==> src/hw/rtl/olte_pkg.sv <==
`timescale 1ns / 1ps

package olte_pkg;

    // Operation codes carried in the op field.
    localparam logic [3:0] OP_INS_HEAD = 4'd0;
    localparam logic [3:0] OP_INS_TAIL = 4'd1;
    localparam logic [3:0] OP_INS_AT   = 4'd2;
    localparam logic [3:0] OP_RM_HEAD  = 4'd3;
    localparam logic [3:0] OP_RM_TAIL  = 4'd4;
    localparam logic [3:0] OP_RM_AT    = 4'd5;
    localparam logic [3:0] OP_READ     = 4'd6;
    localparam logic [3:0] OP_REPLACE  = 4'd7;
    localparam logic [3:0] OP_EXISTS   = 4'd8;
    localparam logic [3:0] OP_EQUAL_AT = 4'd9;
    localparam logic [3:0] OP_SWAP     = 4'd10;
    localparam logic [3:0] OP_CLEAR    = 4'd11;

    // Status codes reported with every result.
    localparam logic [1:0] ST_OK    = 2'd0;
    localparam logic [1:0] ST_RANGE = 2'd1;
    localparam logic [1:0] ST_EMPTY = 2'd2;
    localparam logic [1:0] ST_FULL  = 2'd3;

    typedef struct packed {
        logic [3:0]  op;
        logic [31:0] value;
        logic [7:0]  position;
        logic [7:0]  other_position;
    } olte_in_t;

    typedef struct packed {
        logic [1:0]  status;
        logic [31:0] read_data;
        logic        match;
        logic [4:0]  entry_count;
        logic        is_empty;
    } olte_out_t;

endpackage

==> src/hw/rtl/olte_ram.sv <==
`timescale 1ns / 1ps

module olte_ram #(
    parameter int WIDTH = 32,
    parameter int DEPTH = 16
) (
    input  logic                     aclk,
    input  logic                     wr_en,
    input  logic [$clog2(DEPTH)-1:0] wr_addr,
    input  logic [WIDTH-1:0]         wr_data,
    input  logic                     rd_en,
    input  logic [$clog2(DEPTH)-1:0] rd_addr,
    output logic [WIDTH-1:0]         rd_data
);

    logic [WIDTH-1:0] mem [DEPTH];

    always_ff @(posedge aclk) begin
        if (wr_en) begin
            mem[wr_addr] <= wr_data;
        end
        if (rd_en) begin
            rd_data <= mem[rd_addr];
        end
    end

endmodule

==> src/hw/rtl/ordered_list_table_engine.sv <==
`timescale 1ns / 1ps

// Channel  Direction  Handshake         Payload
// s_       in         s_valid/s_ready   olte_in_t  (op, value, position, other_position)
// m_       out        m_valid/m_ready   olte_out_t (status, read_data, match,
//                                                    entry_count, is_empty)
//
// One request is taken at a time. Overwrites, clears, tail removals and
// rejected requests go straight to the result. Reads, compares at an index,
// swaps, shifting inserts and removals, and searches first step through the
// entry store. The result becomes valid in the same cycle as the block is
// ready for the next request. The entry store has a single read port and a
// single write port, so one entry moves or is compared per cycle. Reset is
// synchronous and clears only the count and the control state; the entry store
// is never cleared. A stalled result is held in the output register, and the
// next request is taken once that result has been loaded.

module ordered_list_table_engine #(
    parameter int DEPTH      = 16,
    parameter int DATA_WIDTH = 32
) (
    input  logic                aclk,
    input  logic                aresetn,
    input  logic                s_valid,
    output logic                s_ready,
    input  olte_pkg::olte_in_t  s_data,
    output logic                m_valid,
    input  logic                m_ready,
    output olte_pkg::olte_out_t m_data
);

    import olte_pkg::*;

    localparam int IDX_W = $clog2(DEPTH);
    localparam int CNT_W = $clog2(DEPTH + 1);
    // Width wide enough for both the 8-bit positions and the count.
    localparam int CMP_W = (CNT_W > 8) ? CNT_W : 8;

    // The sequencer. SWEEP walks the store one entry per cycle; the swap takes
    // three states after the first read is issued on the transfer itself.
    typedef enum logic [2:0] {
        S_IDLE,
        S_SWEEP,
        S_SWAP_B,
        S_SWAP_C,
        S_SWAP_D,
        S_DONE
    } state_t;

    // What a sweep does with each entry read: move it up, move it down,
    // compare it with the held value, or return it.
    typedef enum logic [1:0] {
        M_UP,
        M_DOWN,
        M_SCAN,
        M_FETCH
    } mode_t;

    state_t                state_reg,   state_next;
    mode_t                 mode_reg,    mode_next;
    logic [IDX_W-1:0]      ptr_reg,     ptr_next;
    logic [CNT_W-1:0]      rem_reg,     rem_next;
    logic                  pend_reg,    pend_next;
    logic [IDX_W-1:0]      wr_addr_reg, wr_addr_next;
    logic [DATA_WIDTH-1:0] val_reg,     val_next;
    logic [IDX_W-1:0]      pos_reg,     pos_next;
    logic [IDX_W-1:0]      pos2_reg,    pos2_next;
    logic [DATA_WIDTH-1:0] tmp_reg,     tmp_next;
    logic [1:0]            status_reg,  status_next;
    logic [DATA_WIDTH-1:0] rdata_reg,   rdata_next;
    logic                  match_reg,   match_next;
    logic [CNT_W-1:0]      count_reg,   count_next;
    logic                  m_valid_reg, m_valid_next;
    olte_out_t             m_data_reg,  m_data_next;

    // Entry store ports.
    logic                  ram_wr_en;
    logic [IDX_W-1:0]      ram_wr_addr;
    logic [DATA_WIDTH-1:0] ram_wr_data;
    logic                  ram_rd_en;
    logic [IDX_W-1:0]      ram_rd_addr;
    logic [DATA_WIDTH-1:0] ram_rd_data;

    // Request decode, widened so that positions and count compare directly.
    logic [CMP_W-1:0] pos_ext;
    logic [CMP_W-1:0] pos2_ext;
    logic [CMP_W-1:0] cnt_ext;
    logic [CMP_W-1:0] ins_pos_ext;
    logic             is_full;

    assign s_ready = (state_reg == S_IDLE);
    assign m_valid = m_valid_reg;
    assign m_data  = m_data_reg;

    assign pos_ext  = CMP_W'(s_data.position);
    assign pos2_ext = CMP_W'(s_data.other_position);
    assign cnt_ext  = CMP_W'(count_reg);
    assign is_full  = (count_reg == CNT_W'(DEPTH));

    always_comb begin
        unique case (s_data.op)
            OP_INS_HEAD: ins_pos_ext = '0;
            OP_INS_TAIL: ins_pos_ext = cnt_ext;
            default:     ins_pos_ext = pos_ext;
        endcase
    end

    olte_ram #(
        .WIDTH (DATA_WIDTH),
        .DEPTH (DEPTH)
    ) u_ram (
        .aclk    (aclk),
        .wr_en   (ram_wr_en),
        .wr_addr (ram_wr_addr),
        .wr_data (ram_wr_data),
        .rd_en   (ram_rd_en),
        .rd_addr (ram_rd_addr),
        .rd_data (ram_rd_data)
    );

    always_comb begin
        state_next   = state_reg;
        mode_next    = mode_reg;
        ptr_next     = ptr_reg;
        rem_next     = rem_reg;
        pend_next    = pend_reg;
        wr_addr_next = wr_addr_reg;
        val_next     = val_reg;
        pos_next     = pos_reg;
        pos2_next    = pos2_reg;
        tmp_next     = tmp_reg;
        status_next  = status_reg;
        rdata_next   = rdata_reg;
        match_next   = match_reg;
        count_next   = count_reg;
        m_valid_next = m_valid_reg && !m_ready;
        m_data_next  = m_data_reg;

        ram_wr_en   = 1'b0;
        ram_wr_addr = wr_addr_reg;
        ram_wr_data = ram_rd_data;
        ram_rd_en   = 1'b0;
        ram_rd_addr = ptr_reg;

        unique case (state_reg)
            S_IDLE: begin
                if (s_valid) begin
                    // The request is judged against the count before the
                    // transfer; the count is updated at once, and any data
                    // movement follows in the sweep.
                    val_next    = DATA_WIDTH'(s_data.value);
                    pos_next    = IDX_W'(s_data.position);
                    pos2_next   = IDX_W'(s_data.other_position);
                    status_next = ST_OK;
                    rdata_next  = '0;
                    match_next  = 1'b0;
                    pend_next   = 1'b0;
                    state_next  = S_DONE;

                    unique case (s_data.op)
                        OP_INS_HEAD, OP_INS_TAIL, OP_INS_AT: begin
                            if (ins_pos_ext > cnt_ext) begin
                                status_next = ST_RANGE;
                            end else if (is_full) begin
                                status_next = ST_FULL;
                            end else begin
                                count_next = count_reg + CNT_W'(1);
                                mode_next  = M_UP;
                                pos_next   = IDX_W'(ins_pos_ext);
                                ptr_next   = IDX_W'(count_reg - CNT_W'(1));
                                rem_next   = CNT_W'(cnt_ext - ins_pos_ext);
                                state_next = S_SWEEP;
                            end
                        end
                        OP_RM_HEAD, OP_RM_TAIL: begin
                            if (count_reg == '0) begin
                                status_next = ST_EMPTY;
                            end else begin
                                count_next = count_reg - CNT_W'(1);
                                if (s_data.op == OP_RM_HEAD) begin
                                    mode_next  = M_DOWN;
                                    ptr_next   = IDX_W'(1);
                                    rem_next   = count_reg - CNT_W'(1);
                                    state_next = S_SWEEP;
                                end
                            end
                        end
                        OP_RM_AT: begin
                            if (pos_ext >= cnt_ext) begin
                                status_next = ST_RANGE;
                            end else begin
                                count_next = count_reg - CNT_W'(1);
                                mode_next  = M_DOWN;
                                ptr_next   = IDX_W'(pos_ext + CMP_W'(1));
                                rem_next   = CNT_W'(cnt_ext - pos_ext - CMP_W'(1));
                                state_next = S_SWEEP;
                            end
                        end
                        OP_READ, OP_EQUAL_AT: begin
                            if (pos_ext >= cnt_ext) begin
                                status_next = ST_RANGE;
                            end else begin
                                mode_next  = (s_data.op == OP_READ) ? M_FETCH : M_SCAN;
                                ptr_next   = IDX_W'(s_data.position);
                                rem_next   = CNT_W'(1);
                                state_next = S_SWEEP;
                            end
                        end
                        OP_REPLACE: begin
                            if (pos_ext >= cnt_ext) begin
                                status_next = ST_RANGE;
                            end else begin
                                ram_wr_en   = 1'b1;
                                ram_wr_addr = IDX_W'(s_data.position);
                                ram_wr_data = DATA_WIDTH'(s_data.value);
                            end
                        end
                        OP_EXISTS: begin
                            mode_next  = M_SCAN;
                            ptr_next   = '0;
                            rem_next   = count_reg;
                            state_next = S_SWEEP;
                        end
                        OP_SWAP: begin
                            if ((pos_ext >= cnt_ext) || (pos2_ext >= cnt_ext)) begin
                                status_next = ST_RANGE;
                            end else if (pos_ext != pos2_ext) begin
                                ram_rd_en   = 1'b1;
                                ram_rd_addr = IDX_W'(s_data.position);
                                state_next  = S_SWAP_B;
                            end
                        end
                        OP_CLEAR: begin
                            count_next = '0;
                        end
                        default: begin
                        end
                    endcase
                end
            end

            S_SWEEP: begin
                // Data read in the previous cycle is used now, while the next
                // entry is read: one entry per cycle.
                if (pend_reg) begin
                    unique case (mode_reg)
                        M_UP, M_DOWN: begin
                            ram_wr_en   = 1'b1;
                            ram_wr_addr = wr_addr_reg;
                            ram_wr_data = ram_rd_data;
                        end
                        M_SCAN: begin
                            if (ram_rd_data == val_reg) begin
                                match_next = 1'b1;
                            end
                        end
                        M_FETCH: begin
                            rdata_next = ram_rd_data;
                        end
                    endcase
                end

                if (rem_reg != '0) begin
                    ram_rd_en    = 1'b1;
                    ram_rd_addr  = ptr_reg;
                    pend_next    = 1'b1;
                    rem_next     = rem_reg - CNT_W'(1);
                    wr_addr_next = (mode_reg == M_UP) ? ptr_reg + IDX_W'(1)
                                                      : ptr_reg - IDX_W'(1);
                    ptr_next     = (mode_reg == M_UP) ? ptr_reg - IDX_W'(1)
                                                      : ptr_reg + IDX_W'(1);
                end else begin
                    pend_next = 1'b0;
                    if (!pend_reg) begin
                        // The gap is open: the new entry goes in.
                        if (mode_reg == M_UP) begin
                            ram_wr_en   = 1'b1;
                            ram_wr_addr = pos_reg;
                            ram_wr_data = val_reg;
                        end
                        state_next = S_DONE;
                    end
                end
            end

            S_SWAP_B: begin
                tmp_next    = ram_rd_data;
                ram_rd_en   = 1'b1;
                ram_rd_addr = pos2_reg;
                state_next  = S_SWAP_C;
            end

            S_SWAP_C: begin
                ram_wr_en   = 1'b1;
                ram_wr_addr = pos_reg;
                ram_wr_data = ram_rd_data;
                state_next  = S_SWAP_D;
            end

            S_SWAP_D: begin
                ram_wr_en   = 1'b1;
                ram_wr_addr = pos2_reg;
                ram_wr_data = tmp_reg;
                state_next  = S_DONE;
            end

            S_DONE: begin
                // The result waits here only while the output register still
                // holds an earlier result that has not been taken.
                if (!m_valid_reg || m_ready) begin
                    m_valid_next            = 1'b1;
                    m_data_next.status      = status_reg;
                    m_data_next.read_data   = 32'(rdata_reg);
                    m_data_next.match       = match_reg;
                    m_data_next.entry_count = 5'(count_reg);
                    m_data_next.is_empty    = (count_reg == '0);
                    state_next              = S_IDLE;
                end
            end

            default: begin
                state_next = S_IDLE;
            end
        endcase
    end

    always_ff @(posedge aclk) begin
        mode_reg    <= mode_next;
        ptr_reg     <= ptr_next;
        rem_reg     <= rem_next;
        wr_addr_reg <= wr_addr_next;
        val_reg     <= val_next;
        pos_reg     <= pos_next;
        pos2_reg    <= pos2_next;
        tmp_reg     <= tmp_next;
        status_reg  <= status_next;
        rdata_reg   <= rdata_next;
        match_reg   <= match_next;
        m_data_reg  <= m_data_next;
        if (!aresetn) begin
            state_reg   <= S_IDLE;
            pend_reg    <= 1'b0;
            count_reg   <= '0;
            m_valid_reg <= 1'b0;
        end else begin
            state_reg   <= state_next;
            pend_reg    <= pend_next;
            count_reg   <= count_next;
            m_valid_reg <= m_valid_next;
        end
    end

endmodule

==> config.mk <==
export PLATFORM = sky130hd
export DESIGN_NAME = ordered_list_table_engine
export DESIGN_NICKNAME = d
export VERILOG_FILES = /design/src/hw/rtl/olte_pkg.sv /design/src/hw/rtl/olte_ram.sv /design/src/hw/rtl/ordered_list_table_engine.sv
export SDC_FILE = /design/constraint.sdc
export NUM_CORES = 1
export LEC_CHECK = 0
export ABC_AREA = 0
export BUFFER_PORTS_ARGS = -buffer_cell sky130_fd_sc_hd__buf_2
export CAP_MARGIN = 20
export CORE_MARGIN = 1
export CORE_UTILIZATION = 56
export CTS_CLUSTER_DIAMETER = 120
export DETAILED_ROUTE_END_ITERATION = 10
export PLACE_DENSITY = 0.86
export SLEW_MARGIN = 20
export SYNTH_ARGS = -nofsm -noshare
export SYNTH_HDL_FRONTEND = slang
export SYNTH_SLANG_ARGS = --single-unit
export TNS_END_PERCENT = 30
==> constraint.sdc <==
create_clock -name aclk -period 4.72 [get_ports aclk]
set_clock_uncertainty 0.2 [all_clocks]
set_input_delay 0.708 -clock aclk [delete_from_list [all_inputs] [get_ports aclk]]
set_output_delay 0.708 -clock aclk [all_outputs]
set_load 0.1 [all_outputs]
==> reports/results.ini <==
[status]
status=completed

[synth]
yosysSeqAreaShare_pct=70.1
synth_top_cell_by_area=edfxtp_1
synth_area_per_cell_um2=14.2
yosysUniqueCellTypes=68
async_flop_share_pct=0
syn-instance-count=2153
synthesis.area_um2=30600
synth-seq-cells=717
syn-num-nets=2239
synthTopCellsByArea=edfxtp_1, mux2i_1, nand2_1, a21oi_1, nor2_1
synth_top_cell_area_share_pct=69.4
synth-edff-count=707
yosys_warnings=0
synth-main-ff-cell=edfxtp_1

[drt]
wl_per_cell_um=26.4
route.detailed.drc=0
drt_pre_antenna_iters=8
wl_um=80600
vias_per_cell=6.64
drt_iter0_drc=3397
vias=20300
drtAntennaViolNets=0

[power_and_ir_drop]
switching_share_pct=32.4
p_per_area_nw_per_um2=539
net-switching-power_mw=6.10
ir_drop_mv=0.335
p_seq_share_pct=45.9
leakagePower_nw=12.5
p_int_mw=12.7
p_clk_share_pct=28.2
combPwrFrac_pct=25.8

[clock_network]
cts_tree=yes
post_cts_resized=0
clock_latency_ns=0.63
cts-root-buf=clkbuf_16
clockBufferDepth=3
hold_buffers=0
cts_setup_buffers=0
path_clk_slew_ns=0.07
cts_inserted_buffers=69
h-tree-depth=3
clock_sinks=717

[die]
core_area_um2=53900
rows=85
fp.dieW_um=236
chipHeight_um=236
start_util_pct=56.7
die_area_um2=55600
ios=99

[critical_path]
end_kind=flip-flop
rr_startpoint=count_reg[0]
required_ns=5.00
crit_chain=ha_1 -> fa_1 -> a21boi_0 -> o21ai_0 -> a211oi_2 -> buf_4 -> nand3_2 -> mux2i_1 -> o21ai_0 -> nor2b_2 -> buf_4 -> a32o_1 -> a211o_1
rrSetupSlack_ns=0.50
reg2reg_depth=13
reg2reg_to=u_ram.rd_data[29]
slowest_stage=nor2b_2
criticalPathCategory=reg -> reg
crit_buf_inv=2
worst-path-max-fanout=23
slowest_delay_ns=0.61
critical_path.top_delay_family=compound AO/OA/AOI/OAI gates
critical_path_arrival_ns=4.50
cp-start-kind=flip-flop

[sta]
fin_crit_ns=4.22
rsz0062_at_grt=no
relSlewSlack_pct=20.8
drv_slew=0
hold_violations=0
max_freq_mhz=237
setup_viol=0
worst_pin_slew_ns=1.18
post-route-period-util_pct=89.3

[finish]
fin_area_um2=34900
final_nets=2390
largest_reg_flops=512
syn_to_final_growth_pct=14.1
antennaDiodeCount=0
drive_above_1_share_pct=16.0
layout_commonest_cell=edfxtp_1
layout_common_cells=edfxtp_1, nand2_1, mux2i_1
stdcell_count=3053

[global_routing]
antenna_found_initial=1
overflow=0
grt_pass1_vias=19700
grt_pass1_wl_um=121000
grt_max_degree=70
grt_use_total_pct=29.0

[hold_path]
hold_path_end=val_reg[23]
hold_path_class=in -> reg
worstHoldStart=s_data[39]
whs_path_depth=1

[place]
place_congestion=0.921
numPortBuffers=98
place_inst=2929
dpl.hpwl_um=50700
dpl-instance-area_um2=32700

[flow_run]
drv_cap=0

-- layer usage --
layer / GRT usage [%] / wire (um) / vias up
met5: 0 / 0 / -
met4: 11.5 / 2280 / 0
met3: 5.98 / 10800 / 183
met2: 44.7 / 37400 / 1681
met1: 40.7 / 30200 / 9832
li1: - / - / 8564
-- power groups by stage --
stage | registers [mW] | clock network, mW | logic [mW]
finish | 8.65 | 5.32 | 4.86
global route | 8.67 | 5.59 | 5.10
floorplan | 8.81 | 0 | 2.76
CTS | 8.62 | 5.35 | 4.74
detailed placement | 8.74 | 0 | 4.63
global placement | 8.71 | 0 | 4.42
-- final cells by class --
cell class / count / area [um^2]
Tap cell: 696 / 871
Timing Repair Buffer: 209 / 1720
Clock inverter: 39 / 314
Multi-Input combinational cell: 1274 / 8610
Clock buffer: 85 / 1830
Fill cell: 3468 / 19000
Sequential cell: 717 / 21400
Inverter: 33 / 124
-- worst max-delay path by stage --
stage / startpoint / to / slack (ns) / depth (start not counted)
after floorplan: s_data[8] / u_ram.mem[15][0] / -0.44 / 14
after global placement: s_data[8] / u_ram.mem[10][5] / 0.29 / 14
after detailed placement: s_data[8] / u_ram.rd_data[21] / 0.25 / 15
after CTS: count_reg[0] / u_ram.rd_data[21] / 0.63 / 13
after global routing: count_reg[0] / u_ram.rd_data[0] / 0.44 / 13
final: count_reg[0] / u_ram.rd_data[29] / 0.50 / 13
-- through the flow --
stage | setup WS, ns | TNS [ns] | util (%) | total power [mW] | hold WS [ns]
finish | 0.503 | 0 | 64.7 | 18.8 | 0.0726
detailed placement | 0.245 | 0 | 60.7 | 13.4 | 0.205
CTS | 0.630 | 0 | 64.7 | 18.7 | 0.0554
global placement | 0.293 | 0 | 60.7 | 13.1 | 0.201
floorplan | -0.436 | -162.53 | - | 11.6 | 0.200
global route | 0.435 | 0 | 64.7 | 19.4 | 0.0712
-- worst register-to-register path: cells and delay by family, from the launching register on --
family,cells,cell delay [ns]
compound gates,6,1.43
flops,1,0.46
fa+ha+maj,2,0.45
simple gates,2,0.75
buf+inv,2,0.66
mux,1,0.15
-- cell usage after synthesis (3+ instances only) --
cell / n
inv_1: 32
and3_1: 8
mux2_2: 30
a21oi_1: 133
a2111oi_0: 5
or3_1: 4
o22a_1: 4
ha_1: 28
xor2_1: 39
mux2i_1: 173
o221a_2: 4
o21ai_0: 51
or2_2: 6
nor4_1: 9
o31ai_1: 3
a32o_1: 32
a222oi_1: 17
a22oi_1: 39
buf_2: 35
nor2_1: 98
buf_6: 7
nand3_1: 72
buf_4: 8
o221ai_1: 4
a221oi_1: 37
o22ai_1: 5
buf_1: 4
o21a_1: 3
a211oi_1: 16
and2_1: 40
nand2_1: 276
clkbuf_1: 75
xnor2_1: 16
nand4_1: 7
nor2b_1: 9
a211o_1: 33
a21o_1: 9
dfxtp_1: 10
a31oi_1: 7
nor3_1: 15
edfxtp_1: 707
nand2b_1: 11
-- logic make-up after synthesis --
group	count (synthesis)	share of synthesized area (%)
flip-flops	717	70.1
AND/OR/NAND/NOR	566	8.29
AO/OA/AOI/OAI	419	9.60
multiplexers	203	6.77
buffers and inverters	162	2.40
XOR/XNOR	55	1.57
adder cells (fa/ha/maj)	31	1.31
Power figures use the tool's default switching activity.
